## src/light_sensor_detect_calibrate_normalize_macros.svh

```systemverilog
// ----------------------------------------------------------------------------
// Light sensor assertion macros
// Shared concurrent assertion forms for the light sensor block.
// ----------------------------------------------------------------------------
`ifndef LIGHT_SENSOR_DETECT_CALIBRATE_NORMALIZE_MACROS_SVH
`define LIGHT_SENSOR_DETECT_CALIBRATE_NORMALIZE_MACROS_SVH

// Same-cycle implication, disabled while reset is high.
`define LSDCN_ASSERT_IMPL(label, ck, rs, ante, cons, msg) \
  label: assert property (@(posedge ck) disable iff (rs) (ante) |-> (cons)) \
    else $error(msg);

// Next-cycle implication, disabled while reset is high.
`define LSDCN_ASSERT_NEXT(label, ck, rs, ante, cons, msg) \
  label: assert property (@(posedge ck) disable iff (rs) (ante) |=> (cons)) \
    else $error(msg);

`endif

```

## src/lsdcn_pkg.sv

```systemverilog
// ----------------------------------------------------------------------------
// lsdcn_pkg
// Types and constants shared by the light sensor block.
// ----------------------------------------------------------------------------
package lsdcn_pkg;

  localparam int SAMPLE_W = 12;
  localparam int BOUND_W  = 16;
  localparam int CNT_W    = 5;
  localparam int SUM_W    = 16;
  localparam int Q_W      = 16;
  localparam int NUMER_W  = SAMPLE_W + Q_W;
  localparam int ADDR_W   = 4;
  localparam int DATA_W   = 32;

  localparam logic [SAMPLE_W-1:0] THRESHOLD_RST = 12'd100;
  localparam logic [SAMPLE_W-1:0] FLOOR_RST     = 12'd50;
  localparam logic [SAMPLE_W-1:0] SPAN_RST      = 12'd100;
  localparam logic [BOUND_W-1:0]  DEFMAX_RST    = 16'd1023;
  localparam logic [SAMPLE_W-1:0] MIN_RST       = 12'hFFF;
  localparam logic [Q_W-1:0]      NORM_MID      = 16'h8000;
  localparam logic [Q_W-1:0]      NORM_FULL     = 16'hFFFF;

  typedef enum logic [1:0] {
    PH_DETECT = 2'd0,
    PH_CALIB  = 2'd1,
    PH_RUN    = 2'd2,
    PH_NONE   = 2'd3
  } phase_t;

  typedef enum logic [1:0] {
    ACT_SAMPLE  = 2'd0,
    ACT_RESTART = 2'd1,
    ACT_MANUAL  = 2'd2
  } action_t;

  typedef enum logic [1:0] {
    REG_DETECT_THRESHOLD = 2'd0,
    REG_CALIB_FLOOR      = 2'd1,
    REG_CALIB_SPAN       = 2'd2,
    REG_DEFAULT_MAX      = 2'd3
  } reg_idx_t;

  typedef enum logic [1:0] {
    ST_IDLE  = 2'd0,
    ST_CHECK = 2'd1,
    ST_DIV   = 2'd2,
    ST_EMIT  = 2'd3
  } ctrl_state_t;

  typedef struct packed {
    logic [SAMPLE_W-1:0] detect_threshold;
    logic [SAMPLE_W-1:0] calib_floor;
    logic [SAMPLE_W-1:0] calib_span;
    logic [BOUND_W-1:0]  default_max;
  } cfg_t;

  typedef struct packed {
    logic load;
    logic start_div;
    logic commit;
  } dp_cmd_t;

  typedef struct packed {
    logic need_div;
    logic div_done;
  } dp_sts_t;

endpackage

```

## src/lsdcn_if.sv

```systemverilog
// ----------------------------------------------------------------------------
// lsdcn channel interfaces
// Valid/ready channels for sensor items and result items.
// ----------------------------------------------------------------------------
interface lsdcn_item_if;
  logic        valid;
  logic        ready;
  logic [1:0]  action;
  logic [11:0] sample;
  logic [15:0] manual_low;
  logic [15:0] manual_high;

  modport source(output valid, action, sample, manual_low, manual_high, input ready);
  modport sink(input valid, action, sample, manual_low, manual_high, output ready);
endinterface

interface lsdcn_result_if;
  logic        valid;
  logic        ready;
  logic [1:0]  phase;
  logic        connected;
  logic        updated;
  logic [11:0] level;
  logic [15:0] normalized;
  logic [15:0] pupil_factor;

  modport source(output valid, phase, connected, updated, level, normalized,
                 pupil_factor, input ready);
  modport sink(input valid, phase, connected, updated, level, normalized,
               pupil_factor, output ready);
endinterface

```

## src/lsdcn_div.sv

```systemverilog
// ----------------------------------------------------------------------------
// lsdcn_div
// Radix-2 restoring divider, one quotient bit per cycle.
// ----------------------------------------------------------------------------
`include "light_sensor_detect_calibrate_normalize_macros.svh"

module lsdcn_div
  import lsdcn_pkg::*;
(
  input  logic               clk,
  input  logic               rst,
  input  logic               start,
  input  logic [NUMER_W-1:0] numer,
  input  logic [Q_W-1:0]     denom,
  output logic               done,
  output logic [Q_W-1:0]     quot
);

  localparam int STEP_W = $clog2(Q_W);
  localparam logic [STEP_W-1:0] LAST_STEP = STEP_W'(Q_W - 1);

  // numer[NUMER_W-1:Q_W] must be below denom so the quotient fits Q_W bits
  logic              busy;
  logic [STEP_W-1:0] step;
  logic [Q_W-1:0]    rem;
  logic [Q_W-1:0]    work;
  logic [Q_W:0]      trial;
  logic              fits;

  assign trial = {rem, work[Q_W-1]};
  assign fits  = (trial >= {1'b0, denom});
  assign quot  = work;

  always_ff @(posedge clk) begin
    if (rst) begin
      busy <= 1'b0;
      done <= 1'b0;
      step <= '0;
    end else if (start) begin
      busy <= 1'b1;
      done <= 1'b0;
      step <= '0;
    end else if (busy) begin
      step <= step + 1'b1;
      if (step == LAST_STEP) begin
        busy <= 1'b0;
        done <= 1'b1;
      end
    end
  end

  always_ff @(posedge clk) begin
    if (start) begin
      rem  <= Q_W'(numer[NUMER_W-1:Q_W]);
      work <= numer[Q_W-1:0];
    end else if (busy) begin
      rem  <= fits ? Q_W'(trial - {1'b0, denom}) : trial[Q_W-1:0];
      work <= {work[Q_W-2:0], fits};
    end
  end

  `LSDCN_ASSERT_NEXT(a_div_start_busy, clk, rst, start, busy && !done, "divider did not start")
  `LSDCN_ASSERT_IMPL(a_div_done_idle, clk, rst, done, !busy, "divider done while busy")
  `LSDCN_ASSERT_NEXT(a_div_finish, clk, rst, busy && !start && step == LAST_STEP, done,
                     "divider missed its last step")

endmodule

```

## src/lsdcn_ctrl.sv

```systemverilog
// ----------------------------------------------------------------------------
// lsdcn_ctrl
// Sequencer: accept an item, run the divider if needed, commit the result.
// ----------------------------------------------------------------------------
`include "light_sensor_detect_calibrate_normalize_macros.svh"

module lsdcn_ctrl
  import lsdcn_pkg::*;
(
  input  logic    clk,
  input  logic    rst,
  input  logic    in_valid,
  output logic    in_ready,
  output logic    out_valid,
  input  logic    out_ready,
  input  dp_sts_t sts,
  output dp_cmd_t cmd
);

  ctrl_state_t state, state_next;
  logic        out_valid_next;
  logic        slot_free;

  assign slot_free = !out_valid || out_ready;

  always_ff @(posedge clk) begin
    if (rst) begin
      state     <= ST_IDLE;
      out_valid <= 1'b0;
    end else begin
      state     <= state_next;
      out_valid <= out_valid_next;
    end
  end

  always_comb begin
    state_next = state;
    cmd        = '0;
    in_ready   = 1'b0;
    case (state)
      ST_IDLE: begin
        in_ready = !rst;
        if (in_valid && !rst) begin
          cmd.load   = 1'b1;
          state_next = ST_CHECK;
        end
      end
      ST_CHECK: begin
        if (sts.need_div) begin
          cmd.start_div = 1'b1;
          state_next    = ST_DIV;
        end else begin
          state_next = ST_EMIT;
        end
      end
      ST_DIV: begin
        if (sts.div_done) begin
          state_next = ST_EMIT;
        end
      end
      ST_EMIT: begin
        if (slot_free) begin
          cmd.commit = 1'b1;
          state_next = ST_IDLE;
        end
      end
      default: begin
        state_next = ST_IDLE;
      end
    endcase
    out_valid_next = cmd.commit || (out_valid && !out_ready);
  end

  `LSDCN_ASSERT_NEXT(a_ctrl_accept, clk, rst, in_valid && in_ready, state == ST_CHECK,
                     "accepted item not checked")
  `LSDCN_ASSERT_IMPL(a_ctrl_start, clk, rst, cmd.start_div, sts.need_div,
                     "divider started without need")
  `LSDCN_ASSERT_NEXT(a_ctrl_commit, clk, rst, cmd.commit, out_valid, "commit lost result")
  `LSDCN_ASSERT_NEXT(a_ctrl_div_exit, clk, rst, state == ST_DIV && sts.div_done,
                     state == ST_EMIT, "division result not emitted")

endmodule

```

## src/lsdcn_dp.sv

```systemverilog
// ----------------------------------------------------------------------------
// lsdcn_dp
// Sensor state, bound selection, normalization and result register.
// ----------------------------------------------------------------------------
module lsdcn_dp
  import lsdcn_pkg::*;
#(
  parameter int DETECT_SAMPLES = 8,
  parameter int CALIB_SAMPLES  = 16
) (
  input  logic                clk,
  input  logic                rst,
  input  cfg_t                cfg,
  input  dp_cmd_t             cmd,
  output dp_sts_t             sts,
  input  logic [1:0]          action,
  input  logic [SAMPLE_W-1:0] sample,
  input  logic [BOUND_W-1:0]  manual_low,
  input  logic [BOUND_W-1:0]  manual_high,
  output logic [1:0]          phase,
  output logic                connected,
  output logic                updated,
  output logic [SAMPLE_W-1:0] level,
  output logic [Q_W-1:0]      normalized,
  output logic [Q_W-1:0]      pupil_factor
);

  localparam logic [CNT_W-1:0] DET_N   = CNT_W'(DETECT_SAMPLES);
  localparam logic [CNT_W-1:0] CAL_N   = CNT_W'(CALIB_SAMPLES);
  localparam logic [Q_W-1:0]   DET_DIV = Q_W'(DETECT_SAMPLES);
  localparam logic [Q_W-1:0]   CAL_DIV = Q_W'(CALIB_SAMPLES);

  // latched item
  logic [1:0]          act;
  logic [SAMPLE_W-1:0] smp;
  logic [BOUND_W-1:0]  man_lo;
  logic [BOUND_W-1:0]  man_hi;

  // sensor state
  phase_t              ph, ph_next;
  logic [CNT_W-1:0]    count, count_next;
  logic [SUM_W-1:0]    sum, sum_next;
  logic [SAMPLE_W-1:0] run_min, run_min_next;
  logic [SAMPLE_W-1:0] run_max, run_max_next;
  logic [BOUND_W-1:0]  bound_low, bound_low_next;
  logic [BOUND_W-1:0]  bound_high, bound_high_next;
  logic [SAMPLE_W-1:0] last_level, last_level_next;

  logic [CNT_W-1:0]    cnt_inc;
  logic [SUM_W-1:0]    sum_add;
  logic [SAMPLE_W-1:0] min_new, max_new, spread;
  logic [BOUND_W-1:0]  range;
  logic                above_low;
  logic [SAMPLE_W-1:0] diff;
  logic                det_end, cal_end, run_div;
  logic [NUMER_W-1:0]  numer;
  logic [Q_W-1:0]      denom;
  logic                div_start;
  logic                div_done;
  logic [Q_W-1:0]      quot;
  logic [SAMPLE_W-1:0] avg;
  logic                upd;
  logic [Q_W-1:0]      norm;

  assign cnt_inc   = count + 1'b1;
  assign sum_add   = sum + SUM_W'(smp);
  assign min_new   = (smp < run_min) ? smp : run_min;
  assign max_new   = (smp > run_max) ? smp : run_max;
  assign spread    = max_new - min_new;
  assign range     = bound_high - bound_low;
  assign above_low = (BOUND_W'(smp) > bound_low);
  // bound_low < sample here, so it fits the sample width
  assign diff      = smp - bound_low[SAMPLE_W-1:0];
  assign avg       = quot[SAMPLE_W-1:0];

  assign det_end = (ph == PH_DETECT) && (cnt_inc >= DET_N);
  assign cal_end = (ph == PH_CALIB) && (cnt_inc >= CAL_N);
  assign run_div = (ph == PH_RUN) && (range != '0) && above_low
                   && (BOUND_W'(diff) < range);

  assign sts.need_div = (action_t'(act) == ACT_SAMPLE) && (det_end || cal_end || run_div);
  assign sts.div_done = div_done;
  assign div_start    = cmd.start_div;

  // diff * 65535 formed as (diff << 16) - diff
  always_comb begin
    if (ph == PH_RUN) begin
      numer = {diff, {Q_W{1'b0}}} - NUMER_W'(diff);
      denom = range;
    end else begin
      numer = NUMER_W'(sum_add);
      denom = (ph == PH_DETECT) ? DET_DIV : CAL_DIV;
    end
  end

  lsdcn_div u_div (
    .clk   (clk),
    .rst   (rst),
    .start (div_start),
    .numer (numer),
    .denom (denom),
    .done  (div_done),
    .quot  (quot)
  );

  always_comb begin
    ph_next         = ph;
    count_next      = count;
    sum_next        = sum;
    run_min_next    = run_min;
    run_max_next    = run_max;
    bound_low_next  = bound_low;
    bound_high_next = bound_high;
    last_level_next = last_level;
    upd             = 1'b0;
    norm            = '0;
    case (action_t'(act))
      ACT_RESTART: begin
        ph_next      = PH_DETECT;
        count_next   = '0;
        sum_next     = '0;
        run_min_next = MIN_RST;
        run_max_next = '0;
      end
      ACT_MANUAL: begin
        bound_low_next  = man_lo;
        bound_high_next = man_hi;
      end
      ACT_SAMPLE: begin
        case (ph)
          PH_DETECT: begin
            sum_next   = sum_add;
            count_next = cnt_inc;
            if (det_end) begin
              last_level_next = avg;
              count_next      = '0;
              sum_next        = '0;
              run_min_next    = MIN_RST;
              run_max_next    = '0;
              if (avg >= cfg.detect_threshold) begin
                ph_next = PH_CALIB;
              end else begin
                ph_next         = PH_NONE;
                bound_low_next  = '0;
                bound_high_next = cfg.default_max;
              end
            end
          end
          PH_CALIB: begin
            sum_next     = sum_add;
            count_next   = cnt_inc;
            run_min_next = min_new;
            run_max_next = max_new;
            if (cal_end) begin
              if ((min_new > cfg.calib_floor) && (spread > cfg.calib_span)) begin
                bound_low_next  = BOUND_W'(min_new);
                bound_high_next = BOUND_W'(max_new);
              end else begin
                bound_low_next  = '0;
                bound_high_next = cfg.default_max;
              end
              last_level_next = avg;
              count_next      = '0;
              sum_next        = '0;
              run_min_next    = MIN_RST;
              run_max_next    = '0;
              ph_next         = PH_RUN;
            end
          end
          PH_RUN: begin
            last_level_next = smp;
            upd             = 1'b1;
            if (range == '0) begin
              norm = NORM_MID;
            end else if (!above_low) begin
              norm = '0;
            end else if (!run_div) begin
              norm = NORM_FULL;
            end else begin
              norm = quot;
            end
          end
          default: begin
            // not connected: drop the sample
          end
        endcase
      end
      default: begin
        // unused action code: report state only
      end
    endcase
  end

  always_ff @(posedge clk) begin
    if (cmd.load) begin
      act    <= action;
      smp    <= sample;
      man_lo <= manual_low;
      man_hi <= manual_high;
    end
  end

  always_ff @(posedge clk) begin
    if (rst) begin
      ph         <= PH_DETECT;
      count      <= '0;
      sum        <= '0;
      run_min    <= MIN_RST;
      run_max    <= '0;
      bound_low  <= '0;
      bound_high <= DEFMAX_RST;
      last_level <= '0;
    end else if (cmd.commit) begin
      ph         <= ph_next;
      count      <= count_next;
      sum        <= sum_next;
      run_min    <= run_min_next;
      run_max    <= run_max_next;
      bound_low  <= bound_low_next;
      bound_high <= bound_high_next;
      last_level <= last_level_next;
    end
  end

  always_ff @(posedge clk) begin
    if (cmd.commit) begin
      phase        <= ph_next;
      connected    <= (ph_next == PH_CALIB) || (ph_next == PH_RUN);
      updated      <= upd;
      level        <= last_level_next;
      normalized   <= norm;
      pupil_factor <= upd ? ~norm : '0;
    end
  end

endmodule

```

## src/light_sensor_detect_calibrate_normalize.sv

```systemverilog
// ----------------------------------------------------------------------------
// light_sensor_detect_calibrate_normalize
// Light sensor detection, min/max calibration and Q0.16 normalization.
// ----------------------------------------------------------------------------
//
//   channel   direction  handshake        carries
//   item      in         valid / ready    action, sample, manual bounds
//   result    out        valid / ready    phase, flags, level, normalized, pupil
//   apb       in         psel / penable   four configuration registers
//
// An item that needs a division (the last detection or calibration sample,
// or a running sample inside the bounds) goes through the 16-step radix-2
// divider shared by the average and the normalization; every other item
// skips the divider.
// The next item is taken once the current result sits in the output
// register; a stalled result holds the block in its commit step.
// Reset (rst, synchronous) restores detection, default bounds and registers.
//
`include "light_sensor_detect_calibrate_normalize_macros.svh"

module light_sensor_detect_calibrate_normalize
  import lsdcn_pkg::*;
#(
  parameter int DETECT_SAMPLES = 8,
  parameter int CALIB_SAMPLES  = 16
) (
  input  logic              clk,
  input  logic              rst,
  lsdcn_item_if.sink        item,
  lsdcn_result_if.source    result,
  input  logic              psel,
  input  logic              penable,
  input  logic              pwrite,
  input  logic [ADDR_W-1:0] paddr,
  input  logic [DATA_W-1:0] pwdata,
  output logic [DATA_W-1:0] prdata,
  output logic              pready
);

  cfg_t     cfg;
  dp_cmd_t  cmd;
  dp_sts_t  sts;
  logic     cfg_write;
  reg_idx_t reg_idx;

  // Configuration registers: written in the APB access phase, never stalled.
  assign pready    = 1'b1;
  assign cfg_write = psel && penable && pwrite;
  assign reg_idx   = reg_idx_t'(paddr[ADDR_W-1:2]);

  always_ff @(posedge clk) begin
    if (rst) begin
      cfg.detect_threshold <= THRESHOLD_RST;
      cfg.calib_floor      <= FLOOR_RST;
      cfg.calib_span       <= SPAN_RST;
      cfg.default_max      <= DEFMAX_RST;
    end else if (cfg_write) begin
      case (reg_idx)
        REG_DETECT_THRESHOLD: cfg.detect_threshold <= pwdata[SAMPLE_W-1:0];
        REG_CALIB_FLOOR:      cfg.calib_floor      <= pwdata[SAMPLE_W-1:0];
        REG_CALIB_SPAN:       cfg.calib_span       <= pwdata[SAMPLE_W-1:0];
        REG_DEFAULT_MAX:      cfg.default_max      <= pwdata[BOUND_W-1:0];
        default: begin
        end
      endcase
    end
  end

  // Read back the addressed register, zero-extended.
  always_comb begin
    case (reg_idx)
      REG_DETECT_THRESHOLD: prdata = DATA_W'(cfg.detect_threshold);
      REG_CALIB_FLOOR:      prdata = DATA_W'(cfg.calib_floor);
      REG_CALIB_SPAN:       prdata = DATA_W'(cfg.calib_span);
      REG_DEFAULT_MAX:      prdata = DATA_W'(cfg.default_max);
      default:              prdata = '0;
    endcase
  end

  // Sequencer: accept, optionally divide, then commit into the result register.
  lsdcn_ctrl u_ctrl (
    .clk       (clk),
    .rst       (rst),
    .in_valid  (item.valid),
    .in_ready  (item.ready),
    .out_valid (result.valid),
    .out_ready (result.ready),
    .sts       (sts),
    .cmd       (cmd)
  );

  // Datapath: sensor state, bounds, divider and the result payload.
  lsdcn_dp #(
    .DETECT_SAMPLES (DETECT_SAMPLES),
    .CALIB_SAMPLES  (CALIB_SAMPLES)
  ) u_dp (
    .clk          (clk),
    .rst          (rst),
    .cfg          (cfg),
    .cmd          (cmd),
    .sts          (sts),
    .action       (item.action),
    .sample       (item.sample),
    .manual_low   (item.manual_low),
    .manual_high  (item.manual_high),
    .phase        (result.phase),
    .connected    (result.connected),
    .updated      (result.updated),
    .level        (result.level),
    .normalized   (result.normalized),
    .pupil_factor (result.pupil_factor)
  );

  // A result reports connected only in the calibrating or running phase.
  `LSDCN_ASSERT_IMPL(a_top_connected, clk, rst, result.valid,
                     result.connected == (result.phase == PH_CALIB || result.phase == PH_RUN),
                     "connected flag disagrees with phase")
  // Normalized and pupil factor always add up to full scale when updated.
  `LSDCN_ASSERT_IMPL(a_top_pupil, clk, rst, result.valid && result.updated,
                     (result.normalized ^ result.pupil_factor) == NORM_FULL,
                     "pupil factor not complement of normalized")
  // No new item is taken while one is in flight.
  `LSDCN_ASSERT_NEXT(a_top_one_item, clk, rst, item.valid && item.ready, !item.ready,
                     "second item taken while busy")

endmodule
```

## src/flat_wrapper.sv

```systemverilog
// flat-port wrapper written by rule: the top's interface ports become plain ports
module light_sensor_detect_calibrate_normalize_flat import lsdcn_pkg::*;
#(
  parameter int DETECT_SAMPLES = 8,
  parameter int CALIB_SAMPLES  = 16
)
  (clk, rst, psel, penable, pwrite, paddr, pwdata, prdata, pready, item_valid, item_action, item_sample, item_manual_low, item_manual_high, item_ready, result_valid, result_phase, result_connected, result_updated, result_level, result_normalized, result_pupil_factor, result_ready);
  lsdcn_item_if item_i ();
  lsdcn_result_if result_i ();
  input  logic clk;
  input  logic rst;
  input  logic psel;
  input  logic penable;
  input  logic pwrite;
  input  logic [ADDR_W-1:0] paddr;
  input  logic [DATA_W-1:0] pwdata;
  output logic [DATA_W-1:0] prdata;
  output logic pready;
  input wire logic [$bits(item_i.valid)-1:0] item_valid;
  input wire logic [$bits(item_i.action)-1:0] item_action;
  input wire logic [$bits(item_i.sample)-1:0] item_sample;
  input wire logic [$bits(item_i.manual_low)-1:0] item_manual_low;
  input wire logic [$bits(item_i.manual_high)-1:0] item_manual_high;
  output wire logic [$bits(item_i.ready)-1:0] item_ready;
  output wire logic [$bits(result_i.valid)-1:0] result_valid;
  output wire logic [$bits(result_i.phase)-1:0] result_phase;
  output wire logic [$bits(result_i.connected)-1:0] result_connected;
  output wire logic [$bits(result_i.updated)-1:0] result_updated;
  output wire logic [$bits(result_i.level)-1:0] result_level;
  output wire logic [$bits(result_i.normalized)-1:0] result_normalized;
  output wire logic [$bits(result_i.pupil_factor)-1:0] result_pupil_factor;
  input wire logic [$bits(result_i.ready)-1:0] result_ready;
  assign item_i.valid = item_valid;
  assign item_i.action = item_action;
  assign item_i.sample = item_sample;
  assign item_i.manual_low = item_manual_low;
  assign item_i.manual_high = item_manual_high;
  assign item_ready = item_i.ready;
  assign result_valid = result_i.valid;
  assign result_phase = result_i.phase;
  assign result_connected = result_i.connected;
  assign result_updated = result_i.updated;
  assign result_level = result_i.level;
  assign result_normalized = result_i.normalized;
  assign result_pupil_factor = result_i.pupil_factor;
  assign result_i.ready = result_ready;
  light_sensor_detect_calibrate_normalize #(.DETECT_SAMPLES(DETECT_SAMPLES), .CALIB_SAMPLES(CALIB_SAMPLES)) u_core (.clk(clk), .rst(rst), .item(item_i), .result(result_i), .psel(psel), .penable(penable), .pwrite(pwrite), .paddr(paddr), .pwdata(pwdata), .prdata(prdata), .pready(pready));
endmodule
```

## config.mk

```make
export PLATFORM = sky130hd
export DESIGN_NAME = light_sensor_detect_calibrate_normalize_flat
export DESIGN_NICKNAME = d
export VERILOG_FILES = /design/src/lsdcn_pkg.sv /design/src/lsdcn_if.sv /design/src/lsdcn_div.sv /design/src/lsdcn_ctrl.sv /design/src/lsdcn_dp.sv /design/src/light_sensor_detect_calibrate_normalize.sv /design/src/flat_wrapper.sv
export VERILOG_INCLUDE_DIRS = /design/src /design/src/src
export SDC_FILE = /design/constraint.sdc
export NUM_CORES = 1
export LEC_CHECK = 0
export ABC_AREA = 1
export BUFFER_PORTS_ARGS = -buffer_cell sky130_fd_sc_hd__buf_2
export CORE_ASPECT_RATIO = 1.5
export CORE_MARGIN = 2
export CORE_UTILIZATION = 47
export CTS_CLUSTER_SIZE = 30
export DETAILED_ROUTE_END_ITERATION = 10
export GPL_TIMING_DRIVEN = 0
export PLACE_DENSITY_LB_ADDON = 0.1
export SETUP_SLACK_MARGIN = 0.4
export SYNTH_ARGS = -nofsm -noshare
export SYNTH_HDL_FRONTEND = slang
export SYNTH_HIERARCHICAL = 1
export SYNTH_SLANG_ARGS = --single-unit
```

## constraint.sdc

```tcl
create_clock -name clk -period 6.89 [get_ports clk]
set_input_delay 1.378 -clock clk [delete_from_list [all_inputs] [get_ports clk]]
set_output_delay 1.378 -clock clk [all_outputs]
set_load 0.01 [all_outputs]
```

==> results of run 1 <==
==> state kept, by name, indices dropped and copies added, names as in the netlist, 16 cells and up <==
signal,cells
u_core/u_dp/pupil_factor,16
u_core/u_dp/man_lo,16
u_core/u_dp/sum,16
u_core/u_dp/u_div/quot,16
u_core/u_dp/man_hi,16
u_core/u_dp/normalized,16
u_core/u_dp/u_div/rem,16
u_core/u_dp/bound_high,16
u_core/cfg,52
u_core/u_dp/bound_low,16
==> final timing paths <==
| path | endpoint | slack (ps) | cells past startpoint |
|---|---|---|---|
| max reg2reg | u_core/u_dp/bound_high[3] | 810 | 25 |
| max | u_core/u_dp/bound_high[3] | 810 | 25 |
| min reg2reg | u_core/u_dp/sum[9] | 470 | 2 |
| min | u_core/u_dp/sum[9] | 470 | 2 |
==> power by group through the flow <==
stage	sequential [mW]	clock [mW]	combinational [mW]
2_1_floorplan	1.98	0	1.30
3_3_place_gp	2.01	0	1.78
3_5_place_dp	2.00	0	1.83
4_1_cts	1.96	1.60	1.84
5_1_grt	1.97	1.65	2.07
6_report	1.96	1.57	1.85
==> metal layers <==
| metal | share of wire [%] | up-vias | GRT usage [%] |
|---|---|---|---|
| met4 | 8.2 | 0 | 20.20 |
| li1 | - | 8634 | - |
| met2 | 51 | 455 | 51.59 |
| met1 | 37 | 7807 | 29.16 |
| met3 | 3.7 | 173 | 2.361 |
| met5 | 0 | - | 0 |
==> per-stage QoR <==
stage	cell area, um^2	hold WS (ps)
final	20820	469.9
after CTS	20780	471.2
after global routing	20820	484.9
after global placement	19800	453.4
after detailed placement	19860	458.4
after floorplan	18500	438.0
==> critical path: cells and delay by family, from the launching register on <==
kind                       cells  cell delay [ps]
AOI/OAI and AO/OA             12             2730
adders and majority gates      3             1110
and+or+nand+nor                6              770
DFF                            1              640
buffers and inverters          3              550
xor gates and xnor gates       1              150
==> cell usage after synthesis (3+ instances only) <==
cell type | number | area (um^2)
nand3b_1 | 17 | 127.6
a21oi_1 | 173 | 865.8
o21bai_1 | 3 | 22.52
ha_1 | 144 | 1802
a22oi_1 | 16 | 120.1
o21a_1 | 4 | 30.03
nor3b_1 | 12 | 90.09
o21ai_0 | 77 | 385.4
nor3_1 | 15 | 75.07
nand4_1 | 33 | 206.5
and2_1 | 3 | 18.77
clkbuf_1 | 40 | 150.1
o22ai_1 | 24 | 150.1
buf_6 | 6 | 67.56
a31oi_1 | 3 | 18.77
buf_1 | 3 | 11.26
nand3_2 | 8 | 80.08
nor3_2 | 3 | 30.03
or2_2 | 4 | 25.02
nand2_2 | 11 | 68.82
nand2_1 | 731 | 2744
fa_1 | 5 | 100.1
inv_2 | 12 | 45.04
o211ai_1 | 5 | 37.54
o21ai_1 | 13 | 65.06
and3_1 | 4 | 25.02
a21oi_2 | 11 | 96.34
xor2_1 | 26 | 227.7
nor2_2 | 19 | 118.9
inv_1 | 347 | 1303
nand3_4 | 3 | 52.55
edfxtp_1 | 122 | 3664
nor2_1 | 222 | 833.3
clkinv_1 | 3 | 11.26
buf_4 | 29 | 217.7
nand3_1 | 179 | 895.9
xnor2_1 | 16 | 140.1
dfxtp_1 | 156 | 3123
nand2_4 | 3 | 33.78
a21o_1 | 4 | 30.03
buf_2 | 20 | 100.1
==> logic make-up (layout without fill, tap and decap cells) <==
logic type                 after synthesis  count (layout)  synth area share [%]
other                                    2              17               0.04072
xor gates and xnor gates                44              44                 2.171
AOI/OAI and AO/OA                      345             345                 10.41
and+or+nand+nor                       1274            1274                 29.79
DFF                                    278             278                 36.80
buffers and inverters                  463             658                 10.47
adders and majority gates              149             149                 10.31
==> final cells by class <==
type                    count  area, um^2
plain buffers             100       566.8
clock buffers              36       740.7
clock inverters            16       183.9
fillers                  3880       17720
inverters                 363        1365
multi-input cells        1829        9801
flip-flops and latches    278        6787
well taps                 495       619.3
repair buffers            143       758.2
==> what timing repair did <==
item                       in CTS  in global routing
gates resized for setup         0                  3
setup endpoints to repair       0                 26
buffers inserted                0                  5
==> run metrics, run 1 <==
RSZ-0062 raised after global routing false; switching share of power ~37%; async set or reset register ratio after synthesis 0%; Core Box Area ~0.039 mm^2; Placed Cells 3203; DR iter-0 viols approximately 1100; Avg Inst Size Synth 7.219 um^2; slowest stage delay, CP approximately 740 ps; clock skew 33.81 ps; commonest non-fill, non-tap cell in the layout nand2_1; initial antenna violation count 0; DR vias/cell around 5.2; fin crit share 88.20%; Netlist cell types 62; worst skew pair latency 590 ps; Flop pwr share 36.4%; Final Hold Viols 0; CTS Root Cell clkbuf_16; starting density of the core 47.86%; Area Overhead vs Synth 12.89%; Overall Power 5.377 mW; num rows 88; hold path start u_core/u_dp/sum[9]; Clock Power Share 29.2%; antenna viol nets, final 0; fin nets 2981; CP Launch Type flop; P_int 3.375 mW; fmax 0.1645 GHz; first-pass GRT wire length just under 90000 um; Worst Slack Setup Final approximately 810 ps; most used cell along the critical path a21oi_1; vias in the first global route 16670; GRT overflow 0; RR Startpoint u_core/u_dp/smp[7]; width of the die ~170 um; pin count of the biggest net entering global routing 33; Min-Delay Path Class reg -> reg; register area share after synthesis between 30% and 40%; GRT Overall Usage 27.70%; DRC 0; Seq cells post-synth roughly 280; EDFF count, synth about 120; CP Capture Type flop; die area 0.04088 mm^2; arrival time at the worst endpoint 6540 ps; IO Port Bufs 136; Final Critical Period 6077 ps; number of max-cap violations 0; final setup fails 0; Top FF cell, synth dfxtp_1; measured slew at the worst slew-check pin 1111 ps; Post-Synthesis Cell Area 0.01844 mm^2; slowest stage cell on the critical path o21ai_0; Worst slew margin 25.88%; Final GP Congestion between 0.9 and 1; critical path class reg -> reg; VDD IR max 230.7 uV; most frequent cells in the layout nand2_1 (731), inv_1 (347), nor2_1 (221); Worst-path clk slew 70 ps; Detail Placement HPWL about 47000 um; Logic pwr share 34.4%; TritonRoute pass-1 iters 6; io pins 172; # diodes 0; drt wl/cell 17.81 um; worst-path fanout max 10; Pwr Density 258.2 mW/mm^2; Synth Warn # 6; status finished clean; Setup crit start u_core/u_dp/smp[7]; CTS Hold Bufs 0; Leak Pwr 9.971 nW; setup_tns 0 ps; TritonCTS clock tree done; Synth Instances around 2600; Post-Layout Cell Count between 3000 and 4000; layout cells sized above 1 between 10% and 20%; H-tree Lvls 1; Die Y 246.6 um; clk sink count roughly 280; final core utilization 54.03%; P_sw 2.002 mW; via count 17070; CTS Buf Count 28; DRT Wirelength between 50000 and 60000 um; CP Data Required Time 7350 ps; Longest Clk Path Bufs 3; Pins Over Slew Limit 0; DP Worst Slack 550.2 ps
Power figures use the tool's default switching activity.
==> run 2: changes to the inputs <==
--- a/config.mk
+++ b/config.mk
@@ -10,7 +10,7 @@
 export BUFFER_PORTS_ARGS = -buffer_cell sky130_fd_sc_hd__buf_2
 export CORE_ASPECT_RATIO = 1.5
 export CORE_MARGIN = 2
-export CORE_UTILIZATION = 47
+export CORE_UTILIZATION = 30
 export CTS_CLUSTER_SIZE = 30
 export DETAILED_ROUTE_END_ITERATION = 10
 export GPL_TIMING_DRIVEN = 0
@@ -20,3 +20,4 @@
 export SYNTH_HDL_FRONTEND = slang
 export SYNTH_HIERARCHICAL = 1
 export SYNTH_SLANG_ARGS = --single-unit
+export TNS_END_PERCENT = 50
==> run 2 against run 1 <==
  * Core utilization fell by 19 points
  * Cell count rose by 9.8%
  * Largest cell class unchanged
  * Clock-buffer cell count rose by 5
  * Worst hold slack improved by 2.5 ps
  * Sequential power barely moved
  * Critical path depth rose by 1
  * Global-route usage fell by 7.4 points
  * Final area rose by 2.9%
  * Total power rose by 3.4%
  * Setup slack got worse by 42 ps
  * Clock power rose by 9%
  * Highest routed layer unchanged
==> run metrics, run 2 (same netlist as run 1, synthesis figures left out) <==
commonest non-fill, non-tap cell in the layout nand2_1; measured slew at the worst slew-check pin 1174 ps; TritonRoute pass-1 iters 5; DRT Wirelength 64400 um; Top Usage Layer GRT met2; DRC 0; initial antenna violation count 0; drt wl/cell ~18 um; Die Y 307.7 um; first-pass GRT wire length 97380 um; CTS Buf Count 31; num rows 111; RR Startpoint u_core/u_dp/smp[3]; largest reg by FF count u_core/cfg; r2r setup slk 770 ps; arrival time at the worst endpoint 6610 ps; met2 Use GR 39.70%; CP Launch Type flop; Pwr Density between 200 and 300 mW/mm^2; width of the die 206.5 um; final setup fails 0; starting density of the core 30.25%; H-tree Lvls 1; clk sink count 278; layout cells sized above 1 12.45%; worst-path fanout max 10; Detail Placement HPWL 53390 um; worst skew pair latency 620 ps; Finished Cell Area 0.02143 mm^2; DR iter-0 viols 730; die area between 0.06 and 0.07 mm^2; status finished clean; TritonCTS clock tree done; fin crit share 88.82%; DP Worst Slack 373.9 ps; clock skew roughly 29 ps; Worst Slack Setup Final 770.4 ps; CTS Root Cell clkbuf_16; Final GP Congestion ~0.87; Placement Cell Area between 0.02 and 0.025 mm^2; fin nets 3000; # diodes 0; vias in the first global route 16950; GRT overflow 0; CP Data Required Time 7380 ps; GRT Overall Usage 20.30%; most used cell along the critical path nand2_1; number of max-cap violations 0; Min-Delay Path Class reg -> reg; fmax 0.1634 GHz; IO Port Bufs 136; Overall Power 5.561 mW; critical path class reg -> reg; fillers ~6600; grt met1 use 21.21%; CTS Hold Bufs 0; DR vias/cell approximately 4.7; hold path start u_core/u_dp/bound_low[12]; CP Capture Type flop; max reg flops between 50 and 60; Core Box Area 0.06097 mm^2; Worst slew margin 20.94%; Pins Over Slew Limit 0; Setup crit start u_core/u_dp/smp[3]; VDD IR max 174.8 uV; met3 usage between 1.5 and 2%; RSZ-0062 raised after global routing false; Final Critical Period just over 6000 ps; io pins 172; via count roughly 17000; Worst-path clk slew 60 ps; Final Hold Viols 0; pin count of the biggest net entering global routing 32; setup_tns 0 ps; Leak Pwr 10.12 nW; slowest stage delay, CP 750 ps; Area Overhead vs Synth 16.21%; most frequent cells in the layout nand2_1 (731), inv_1 (347), nor2_1 (221); Longest Clk Path Bufs 3; slowest stage cell on the critical path edfxtp_1; antenna viol nets, final 0
## run 2: cell count changes in the layout (fill, tap and decap cells not counted), sizes merged
cell      before  now
buf          202  218
clkbuf        77   82
inv          361  363
clkinvlp       2    1
## run 2: per-stage QoR
| stage | instances | utilization (%) | hold WS, ps |
|---|---|---|---|
| floorplan | 2570 | - | 438.0 |
| global placement | 3497 | 33.08 | 454.6 |
| detailed placement | 3500 | 33.21 | 460.5 |
| CTS | 3558 | 34.91 | 470.5 |
| global route | 3578 | 35.16 | 477.1 |
| finish | 3578 | 35.16 | 472.4 |
## run 2: area by class of cell
class / instances / area (um^2) / area share (%)
Multi-Input combinational cell: 1829 / 9801 / 45.72
Sequential cell: 278 / 6787 / 31.66
Inverter: 363 / 1365 / 6.369
Tap cell: 791 / 989.7 / 4.617
Timing Repair Buffer: 159 / 890.9 / 4.156
Clock buffer: 41 / 853.3 / 3.981
Buffer: 100 / 568.0 / 2.650
Clock inverter: 17 / 180.2 / 0.8406
## run 2: where the power goes
group	total, mW	internal, mW	switching, mW
sequential	1.95	1.88	0.0761
clock	1.71	0.985	0.726
combinational	1.90	0.633	1.26
total	5.56	3.50	2.07
## run 2: metal layers
metal	vias to the layer above	share of wire, %	routed length (um)
met1	7625	38	24250
met2	323	54	34780
met4	0	5.3	3428
met3	110	3.0	1941
met5	-	0	0
li1	8672	-	-
## run 2: worst max-delay path: cells and delay by family, from the launching register on
kind,cells,cell delay [ps]
compound gates,10,2480
xor+xnor,1,130
fa+ha+maj,3,1100
buf+inv,3,570
flops,1,750
simple gates,9,980
## run 2: worst paths after layout
check / to / cells past startpoint
worst max register to register: u_core/u_dp/bound_high[4] / 26
worst max-delay path: u_core/u_dp/bound_high[4] / 26
worst min-delay path: u_core/u_dp/bound_low[12] / 2
worst min register to register: u_core/u_dp/bound_low[12] / 2
## run 2: repair_timing
action / 4_1_cts / 5_1_grt
hold endpoints to repair: 0 / 0
cloned: 0 / 0
buffers inserted: 0 / 20
resized for setup: 2 / 7
endpoints found under the setup margin: 16 / 26
